`config.mk`:
```
export PLATFORM = sky130hd
export DESIGN_NAME = gvr_line
export DESIGN_NICKNAME = d
export VERILOG_FILES = /design/src/gvr_pkg.sv /design/src/gvr_line.sv
export SDC_FILE = /design/constraint.sdc
export NUM_CORES = 1
export LEC_CHECK = 0
export BUFFER_PORTS_ARGS = -buffer_cell sky130_fd_sc_hd__buf_2
export CAP_MARGIN = 10
export CORE_ASPECT_RATIO = 0.7
export CORE_MARGIN = 3
export CORE_UTILIZATION = 35
export DETAILED_ROUTE_END_ITERATION = 16
export PLACE_DENSITY_LB_ADDON = 0.25
export SKIP_LAST_GASP = 1
export SLEW_MARGIN = 20
export SYNTH_ARGS = -nofsm -noshare
export SYNTH_HDL_FRONTEND = slang
export SYNTH_SLANG_ARGS = --single-unit
```
`constraint.sdc`:
```
create_clock -name clk -period 11.7 [get_ports clk]
set_input_delay 0.585 -clock clk [delete_from_list [all_inputs] [get_ports clk]]
set_output_delay 0.585 -clock clk [all_outputs]
set_load 0.005 [all_outputs]
```
`src/gvr_pkg.sv`:
```
// Shared types and codes for the grid visibility raycaster.
package gvr_pkg;

  localparam logic [1:0] ACT_WRITE  = 2'd0;
  localparam logic [1:0] ACT_CAST   = 2'd1;
  localparam logic [1:0] ACT_READ   = 2'd2;
  localparam logic [1:0] ACT_UNUSED = 2'd3;

  localparam logic [1:0] ST_OK      = 2'd0;
  localparam logic [1:0] ST_COL_OUT = 2'd1;
  localparam logic [1:0] ST_ROW_OUT = 2'd2;

  localparam logic CFG_WIDTH  = 1'b0;
  localparam logic CFG_HEIGHT = 1'b1;

  localparam int CW = 12;

  // unit step for coordinate counters
  localparam logic signed [CW-1:0] ONE = CW'(1);

  // control between the sequencer and the line stepper
  typedef struct packed {
    logic           start;
    logic signed [CW-1:0] x0;
    logic signed [CW-1:0] y0;
    logic signed [CW-1:0] x1;
    logic signed [CW-1:0] y1;
  } line_cmd_t;

  typedef struct packed {
    logic busy;
    logic done;
  } line_sts_t;

endpackage

```
`src/gvr_line.sv`:
```
// Bresenham line stepper: walks one line, probing and then testing each cell.
module gvr_line (
  input  logic                     clk,
  input  logic                     rst_n,
  input  gvr_pkg::line_cmd_t       cmd,
  output gvr_pkg::line_sts_t       sts,
  // cell probe
  output logic                     probe_vld,
  output logic signed [gvr_pkg::CW-1:0] probe_x,
  output logic signed [gvr_pkg::CW-1:0] probe_y,
  input  logic                     probe_stop
);

  // probe presents the cell; the wall bit comes back registered for the test cycle
  typedef enum logic [2:0] {
    L_IDLE = 3'b001,
    L_PROBE = 3'b010,
    L_TEST = 3'b100
  } lstate_t;

  lstate_t state_r, state_nxt;
  logic signed [gvr_pkg::CW-1:0] x_r, y_r, x1_r, y1_r, dx_r, dy_r, err_r;
  logic signed [gvr_pkg::CW-1:0] x_nxt, y_nxt, dx_nxt, dy_nxt, err_nxt;
  logic sx_r, sy_r;
  logic done_nxt, done_r;
  logic signed [gvr_pkg::CW-1:0] adx, ady, e2;

  always_comb begin
    adx = (cmd.x1 > cmd.x0) ? cmd.x1 - cmd.x0 : cmd.x0 - cmd.x1;
    ady = (cmd.y1 > cmd.y0) ? cmd.y1 - cmd.y0 : cmd.y0 - cmd.y1;
  end

  assign e2 = err_r;

  always_comb begin
    state_nxt = state_r;
    x_nxt = x_r;
    y_nxt = y_r;
    err_nxt = err_r;
    dx_nxt = dx_r;
    dy_nxt = dy_r;
    done_nxt = 1'b0;
    case (state_r)
      L_IDLE: begin
        if (cmd.start) begin
          x_nxt = cmd.x0;
          y_nxt = cmd.y0;
          dx_nxt = adx;
          dy_nxt = ady;
          err_nxt = (adx > ady) ? (adx >>> 1) : -(ady >>> 1);
          state_nxt = L_PROBE;
        end
      end
      L_PROBE: begin
        state_nxt = L_TEST;
      end
      L_TEST: begin
        if (probe_stop || (x_r == x1_r && y_r == y1_r)) begin
          state_nxt = L_IDLE;
          done_nxt = 1'b1;
        end else begin
          if (e2 > -dx_r && e2 < dy_r) begin
            err_nxt = err_r - dy_r + dx_r;
          end else if (e2 > -dx_r) begin
            err_nxt = err_r - dy_r;
          end else if (e2 < dy_r) begin
            err_nxt = err_r + dx_r;
          end
          if (e2 > -dx_r) x_nxt = sx_r ? x_r + gvr_pkg::ONE : x_r - gvr_pkg::ONE;
          if (e2 < dy_r) y_nxt = sy_r ? y_r + gvr_pkg::ONE : y_r - gvr_pkg::ONE;
          state_nxt = L_PROBE;
        end
      end
      default: state_nxt = L_IDLE;
    endcase
  end

  always_ff @(posedge clk) begin
    if (!rst_n) begin
      state_r <= L_IDLE;
      done_r <= 1'b0;
    end else begin
      state_r <= state_nxt;
      done_r <= done_nxt;
    end
    x_r <= x_nxt;
    y_r <= y_nxt;
    err_r <= err_nxt;
    dx_r <= dx_nxt;
    dy_r <= dy_nxt;
    if (state_r == L_IDLE && cmd.start) begin
      x1_r <= cmd.x1;
      y1_r <= cmd.y1;
      sx_r <= cmd.x0 < cmd.x1;
      sy_r <= cmd.y0 < cmd.y1;
    end
  end

  assign probe_vld = (state_r == L_PROBE);
  assign probe_x = x_r;
  assign probe_y = y_r;
  assign sts.busy = (state_r != L_IDLE);
  assign sts.done = done_r;

endmodule
```
After elaboration in Yosys (flattened, before gate mapping)
Index checks and enable logic that the tools add are counted.
- latch bits: 0
- bits in registers: 90
- ROM bits: 0
- memories kept: 0
- word-level logic and storage cells: 75
- output and inout bits: 27
- memory bits (writable): 0
- add/sub/neg operators: 13
- shifts and indexed selects: 0
- divide/modulo/power cells: 0
- magnitude comparators: 7
- multiply operators: 0
- bitwise operators: 0
- multiplexer cells: 23
- reductions and logical operators: 10
- equality and inequality tests: 11
- operators by type and width (operator ; count):
    $mux W12 ; 16
    $pmux W12 S2 ; 3
    $sub A12 B12 Y12 ; 5
    $gt A12 B12 Y1 ; 4
    $lt A12 B12 Y1 ; 3
    $add A12 B12 Y12 ; 2
    $add A12 B2 Y12 const B ; 2
    $eq A12 B12 Y1 ; 2
    $sub A12 B2 Y12 const B ; 2
    $neg A11 Y12 ; 1
    $neg A12 Y12 ; 1
    $reduce_and A4 Y1 ; 3
    $pmux W3 S3 ; 1
    $ne A2 B2 Y1 const B ; 4
    $ne A4 B4 Y1 const B ; 1
    $reduce_and A2 Y1 ; 2
    $eq A3 B1 Y1 const B ; 1
    $eq A3 B2 Y1 const B ; 1
    $eq A3 B3 Y1 const B ; 1
    $logic_and A1 B1 Y1 ; 3
    $mux W3 ; 1
    $ne A3 B1 Y1 const B ; 1
    $mux W2 ; 1
    $reduce_bool A2 Y1 ; 1
    2 further kinds ; 2

Depth between registers and ports, before layout
Gate-level depths: netlist (run 1).
- depth in word-level cells: 6
- depth in mapped cells: 23

Least setup slack after synthesis (run 1)
OpenSTA, ideal clock, no wires.
- kind: input to register
- start: in cmd[12] (netlist name)
- end: reg err_r, in the netlist e2[0], data pin
- arrival: 4840 ps
- stages: 20
- slack: 6600 ps
- cell sequence: inv_1 -> ha_1 -> inv_1 -> fa_1 -> a21o_1 -> a21o_1 -> a211oi_1 -> nor2_2 -> clkbuf_1 -> mux2i_1 -> o21ai_0 -> a311o_1 -> xor2_1 -> ha_1 -> and3_1 -> nand3_1 -> or2_1 -> o311ai_4 -> mux2_4 -> mux2_4
- word-level cells in the longest chain between the ends: 6
- elaborated cells on any way between the ends: 8
- classes of those cells: 2 x add/sub; 2 x order compare; 4 x mux
- RTL lines (what ; RTL line ; text):
    start, declared ; gvr_line.sv:5 ; input gvr_pkg::line_cmd_t cmd,
    $sub A12 B12 Y12 or $gt A12 B12 Y1 (tied branches) ; gvr_line.sv:29 ; adx = (cmd.x1 > cmd.x0) ? cmd.x1 - cmd.x0 : cmd.x0 - cmd.x1;
    $mux W12 (*) ; gvr_line.sv:29 ;
    net adx, one bit ; gvr_line.sv:26 ; logic signed [gvr_pkg::CW-1:0] adx, ady, e2;
    $gt A12 B12 Y1 (*) ; gvr_line.sv:50 ; err_nxt = (adx > ady) ? (adx >>> 1) : -(ady >>> 1);
    $mux W12 (*) ; gvr_line.sv:50 ;
    $mux W12 (*) ; gvr_line.sv:45 ; if (cmd.start) begin
    $pmux W12 S2 (*) ; gvr_line.sv:43 ; case (state_r)
    net err_nxt, one bit ; gvr_line.sv:23 ; logic signed [gvr_pkg::CW-1:0] x_nxt, y_nxt, dx_nxt, dy_nxt, err_nxt;
    end signal, assigned ; gvr_line.sv:88 ; err_r <= err_nxt;
    end, declared ; gvr_line.sv:22 ; logic signed [gvr_pkg::CW-1:0] x_r, y_r, x1_r, y1_r, dx_r, dy_r, err_r;
The timed path passes the listed nets; every way through them passes the cells marked *. The select of a mux whose other input is x is not followed.
A chain may end at the register's enable or synchronous reset.

Final worst setup path (run 1)
- start: in cmd[11] (netlist name)
- end: reg err_r, in the netlist e2[0], data pin
- word-level cells in the longest chain between the ends: 6
- elaborated cells on any way between the ends: 9
- classes of those cells: 3 x add/sub; 2 x order compare; 4 x mux
- RTL lines (what ; RTL line ; text):
    $gt A12 B12 Y1 ; gvr_line.sv:30 ; ady = (cmd.y1 > cmd.y0) ? cmd.y1 - cmd.y0 : cmd.y0 - cmd.y1;
    $mux W12 ; gvr_line.sv:30 ;
    net ady, one bit ; gvr_line.sv:26 ;
    $gt A12 B12 Y1 ; gvr_line.sv:50 ;
    $mux W12 ; gvr_line.sv:50 ;
    $mux W12 ; gvr_line.sv:45 ;
    $pmux W12 S2 ; gvr_line.sv:43 ;
    net err_nxt, one bit ; gvr_line.sv:23 ;
The timed path passes the listed nets, and every way through them passes these cells. The select of a mux whose other input is x is not followed.

==> flow_metrics.tcl, run 1 <==
set metrics [dict create \
    outcome "finished clean" \
    cts_setup_buffers 0 \
    core-area_um2 25930 \
    io_buffers 78 \
    crit_arrival_ps 5940 \
    maxSlewViolCount 0 \
    wl_per_cell_um 17.79 \
    cts_max_level 3 \
    yosysSeqAreaShare_pct 28.59 \
    drc_errors 0 \
    grt_max_degree 54 \
    fin_crit_sh_pct 49.85 \
    synth.most_common_cell "ha_1" \
    async_reset_ff_share_pct 0 \
    synthTopCellsByCount "ha_1, inv_1, edfxtp_1" \
    areaGrowthSynthToFinish_pct 11.02 \
    ys_ff_latch 90 \
    worstSkewPairLatency_ps 350 \
    ant_nets 0 \
    synthMuxAreaShare_pct 4.716 \
    synth_xor_area_share_pct 11.37 \
    wl_um 25550 \
    ys_warn_count 0 \
    clockBufferDepth 2 \
    grt_pass1_vias 7018 \
    dpl_cell_area_um2 10050 \
    rsz0062_at_grt "no" \
    fin_nets 1262 \
    cpPeakStageDelay_ps 670 \
    hold_viol_final 0 \
    drive_gt1_share_pct 12.14 \
    power_density_nw_per_um2 190.9 \
    cts_tree "done" \
    cp.required_ps 11810 \
    synth_compound_gate_area_share_pct 17.57 \
    max-vdd-ir-drop_mv 0.08322 \
    overflow 0 \
    synthesis.nets 1192 \
    dieWidth_um 201.0 \
    io_pins 79 \
    finalCriticalPeriod_ps 5833 \
    fmax_ghz 0.1714 \
    synth_top_family_by_area "adder cells" \
    synthFlopType "edfxtp_1" \
    core.rowCount 49 \
    start_util_pct 35.91 \
    viasPerCell 5.178 \
    hold_class "in -> reg" \
    die_area_um2 28630 \
    diodes 0 \
    dr.pass1.iters 5 \
    end_kind "flip-flop" \
    crit_path_max_fanout 16 \
    grt_pass1_wl_um 39750 \
    synth_cell_type_count 76 \
    skew_ps 5.747 \
    relSlewSlack_pct 42.15 \
    reg2reg_slack_ps 7460 \
    vias 7436 \
    cts_inserted_buffers 9 \
    stdcell_area_um2 10340 \
    slowest_stage "o311ai_4" \
    synthTopCellsByArea "edfxtp_1, ha_1, xnor2_1, inv_1, xor2_1" \
    chipHeight_um 142.5 \
    p_leak_uw 0.004651 \
    cp-start-kind "primary input" \
    path_cells "buf_2, inv_1, ha_1, nand4_4, a211o_1, o211ai_2, mux2i_4, mux2i_1, a21oi_1, xnor2_1, inv_1, ha_1, and3_1, nand3_1, or2_1, o311ai_4, mux2_4, mux2_4" \
    detail_route.iter0.violations 511 \
    worst_pin_slew_ps 866.9 \
    finalSetupTns_ps 0 \
    hpwlAfterDp_um 20600 \
    clock-sinks 90 \
    hold_buffers 0 \
    cap_violations 0 \
    synth-edff-count 86 \
    synthAdderAreaFrac_pct 18.86 \
    synthCells 1005 \
    syn_avg_cell_area_um2 9.266 \
    cts.clk_slew.worst_paths_ps 70 \
    yosys.area.top_type "edfxtp_1" \
    yosysTopAreaCellShare_pct 27.73 \
    ctsResizeCount 0 \
    gp_congestion 0.8802 \
    setup.worst_path.class "in -> reg" \
    root_buffer "clkbuf_16" \
    grt_usage_pct 17.61 \
    antenna_found_initial 1 \
    setup_viol 0 \
    yosys.area_share.simple_pct 12.90 \
    synth.cell_area_um2 9313 \
]
## per-stage QoR
stage | setup WS, ps | utilization, % | hold slack [ps] | power (uW) | instances
2_1_floorplan | 6600 | - | 529.0 | 1384 | 1005
3_3_place_gp | 5608 | 38.77 | 556.5 | 1665 | 1421
3_5_place_dp | 5537 | 38.77 | 566.5 | 1669 | 1421
4_1_cts | 5898 | 39.87 | 428.7 | 1971 | 1436
5_1_grt | 5543 | 39.87 | 434.7 | 2135 | 1436
6_report | 5867 | 39.87 | 440.7 | 1974 | 1436
## critical path, delay by kind of cell
family | cells | cell delay (ps)
muxes | 4 | 1640
xor gates and xnor gates | 1 | 380
buffers and inverters | 3 | 280
AOI/OAI and AO/OA | 4 | 1320
and+or+nand+nor | 4 | 790
adders and majority gates | 2 | 950
## per-layer routing
layer / vias up / routed length, um / track usage (%) / part of all wire [%]
li1: 3723 / - / - / -
met1: 3488 / 14140 / 28.97 / 55
met2: 208 / 9803 / 24.05 / 38
met3: 15 / 1443 / 2.949 / 5.6
met4: 2 / 153 / 2.253 / 0.60
met5: - / 7 / 0 / 0.027
## sequential cells by signal (all words and copies together), names as in the netlist, 3 cells and up
register	count
y1_r	12
probe_x	12
e2	12
dy_r	12
state_r	3
probe_y	12
x1_r	12
dx_r	12
## cell usage in the layout (no fill, tap or decap), types with 6 or more instances in the layout
cell	count
buf_4	8
nand3_1	21
buf_2	78
nor2_1	59
and3_1	6
clkbuf_16	9
xor2_1	45
o211ai_1	7
nand2_1	61
edfxtp_1	86
nand2b_1	8
nor3_1	25
fa_1	9
ha_1	126
mux2i_1	33
o21bai_1	18
xnor2_1	69
nand4_1	11
a21oi_1	69
o21a_1	11
nor2b_1	16
inv_1	107
a21o_1	30
a31oi_1	10
o21ai_0	57
## cell type report
cell class | count | area, um^2
fillers | 2594 | 15600
multi-input cells | 781 | 6093
flip-flops and latches | 90 | 2663
repair buffers | 86 | 450.4
well taps | 357 | 446.7
inverters | 107 | 401.6
clock buffers | 9 | 225.2
clock inverters | 6 | 58.81
## power breakdown
part / internal, uW / total [uW] / switching [uW]
registers: 424 / 475 / 51.2
logic: 521 / 1210 / 687
clock network: 163 / 291 / 128
total: 1110 / 1970 / 866
## kinds of logic after synthesis
group                      after synthesis
buffers and inverters                  134
muxes                                   41
DFF                                     90
xor gates and xnor gates               117
adders and majority gates              135
AOI/OAI and AO/OA                      247
and+or+nand+nor                        241
## worst paths after layout
kind | start | endpoint | cells past startpoint
setup / recovery | cmd[11] | e2[0] | 18
hold reg to reg | state_r[0] | state_r[0] | 2
hold / removal | cmd[19] | x1_r[7] | 1
setup reg to reg | e2[0] | e2[11] | 20
Power figures use the tool's default switching activity.
==> inputs of run 2 (changes only) <==
clock period = 5.7 ns   (was 11.7 ns; I/O delays follow)
==> flow_metrics.tcl, run 2 (synthesis results as in run 1) <==
set metrics [dict create \
    outcome "finished clean" \
    fin_nets 1275 \
    cts_inserted_buffers 9 \
    viasPerCell 5.200 \
    die_area_um2 28630 \
    hold_class "in -> reg" \
    cpPeakStageDelay_ps 640 \
    most-common-layout-cells "ha_1, inv_1, edfxtp_1, buf_2" \
    fmax_ghz 0.1942 \
    grt_pass1_wl_um 40940 \
    grt_usage_pct 18.05 \
    power_density_nw_per_um2 390.7 \
    p_leak_uw 0.004723 \
    core.rowCount 49 \
    io_pins 79 \
    vias 7540 \
    ctsResizeCount 0 \
    end_kind "flip-flop" \
    finalCriticalPeriod_ps 5151 \
    layout_commonest_cell "ha_1" \
    crit_arrival_ps 5270 \
    rsz0062_at_grt "no" \
    hold_viol_final 0 \
    overflow 0 \
    chipHeight_um 142.5 \
    hpwlAfterDp_um 20730 \
    max-vdd-ir-drop_mv 0.1667 \
    core-area_um2 25930 \
    maxSlewViolCount 0 \
    cp-start-kind "primary input" \
    fin_crit_sh_pct 90.36 \
    stdcell_area_um2 10440 \
    path_cells "buf_2, inv_1, ha_1, nand4_4, a211o_1, o211ai_2, mux2i_4, mux2_2, a221oi_2, xnor2_1, inv_1, ha_1, and3_1, nand3_1, or2_1, o311ai_4, buf_4, nand2_1, o2111a_1" \
    cts_setup_buffers 0 \
    relSlewSlack_pct 48.66 \
    drc_errors 0 \
    root_buffer "clkbuf_16" \
    diodes 0 \
    worst_pin_slew_ps 760.2 \
    reg2reg_slack_ps 1400 \
    grt_max_degree 54 \
    dpl_cell_area_um2 10150 \
    io_buffers 78 \
    grt_pass1_vias 7238 \
    drive_gt1_share_pct 13.45 \
    cts_tree "done" \
    detail_route.iter0.violations 633 \
    cp.required_ps 5810 \
    num-fill-cells 2588 \
    skew_ps 10.97 \
    slowest_stage "mux2i_4" \
    start_util_pct 35.91 \
    areaGrowthSynthToFinish_pct 12.15 \
    clockBufferDepth 2 \
    clock-sinks 90 \
    cts_max_level 3 \
    dieWidth_um 201.0 \
    antenna_found_initial 1 \
    hold_buffers 0 \
    wl_per_cell_um 17.68 \
    total_power_uw 4080 \
    wl_um 25630 \
    gp_congestion 0.9434 \
    setup_viol 0 \
    ant_nets 0 \
    dr.pass1.iters 5 \
    finalSetupTns_ps 0 \
    setup.worst_path.class "in -> reg" \
    worstSkewPairLatency_ps 360 \
    cap_violations 0 \
    crit_path_max_fanout 16 \
    cts.clk_slew.worst_paths_ps 80 \
]
-- run 2: worst paths after layout --
kind | to | cells past startpoint | start
hold reg to reg | state_r[0] | 2 | state_r[0]
setup / recovery | e2[10] | 19 | cmd[8]
setup reg to reg | e2[11] | 20 | e2[0]
hold / removal | y1_r[8] | 1 | cmd[8]
-- run 2: per-stage QoR --
step                cells  worst slack, ps  utilization, %  hold WS [ps]
global route         1450            281.1           40.27         124.0
CTS                  1450            631.8           40.27         123.6
floorplan            1005            899.8               -         361.2
detailed placement   1434            261.0           39.15         496.8
finish               1450            549.4           40.27         138.4
global placement     1434            390.9           39.15         494.2
-- run 2: layer usage --
| metal | track usage, % | share of wire, % | vias to the layer above |
|---|---|---|---|
| met5 | 0 | 0.027 | - |
| met4 | 1.699 | 0.48 | 2 |
| met3 | 3.703 | 6.7 | 17 |
| met2 | 25.45 | 39 | 202 |
| met1 | 28.89 | 54 | 3571 |
| li1 | - | - | 3748 |
-- run 2: area by class of cell --
type                    instances  area [um^2]  share of cell area (%)
repair buffers                 99        548.0                   5.247
clock inverters                 7        66.31                  0.6350
flip-flops and latches         90         2663                   25.49
well taps                     357        446.7                   4.277
inverters                     107        401.6                   3.846
clock buffers                   9        225.2                   2.156
multi-input cells             781         6093                   58.34
-- run 2: where the power goes --
group | total, uW | internal (uW) | switching (uW)
Clock | 607 | 310 | 297
Combinational | 2500 | 1100 | 1400
Sequential | 972 | 870 | 102
-- run 2: critical path, delay by kind of cell --
kind,cells,cell delay (ps)
muxes,2,1060
and+or+nand+nor,5,890
AOI/OAI and AO/OA,5,1490
adders and majority gates,2,840
xor gates and xnor gates,1,210
buffers and inverters,4,470
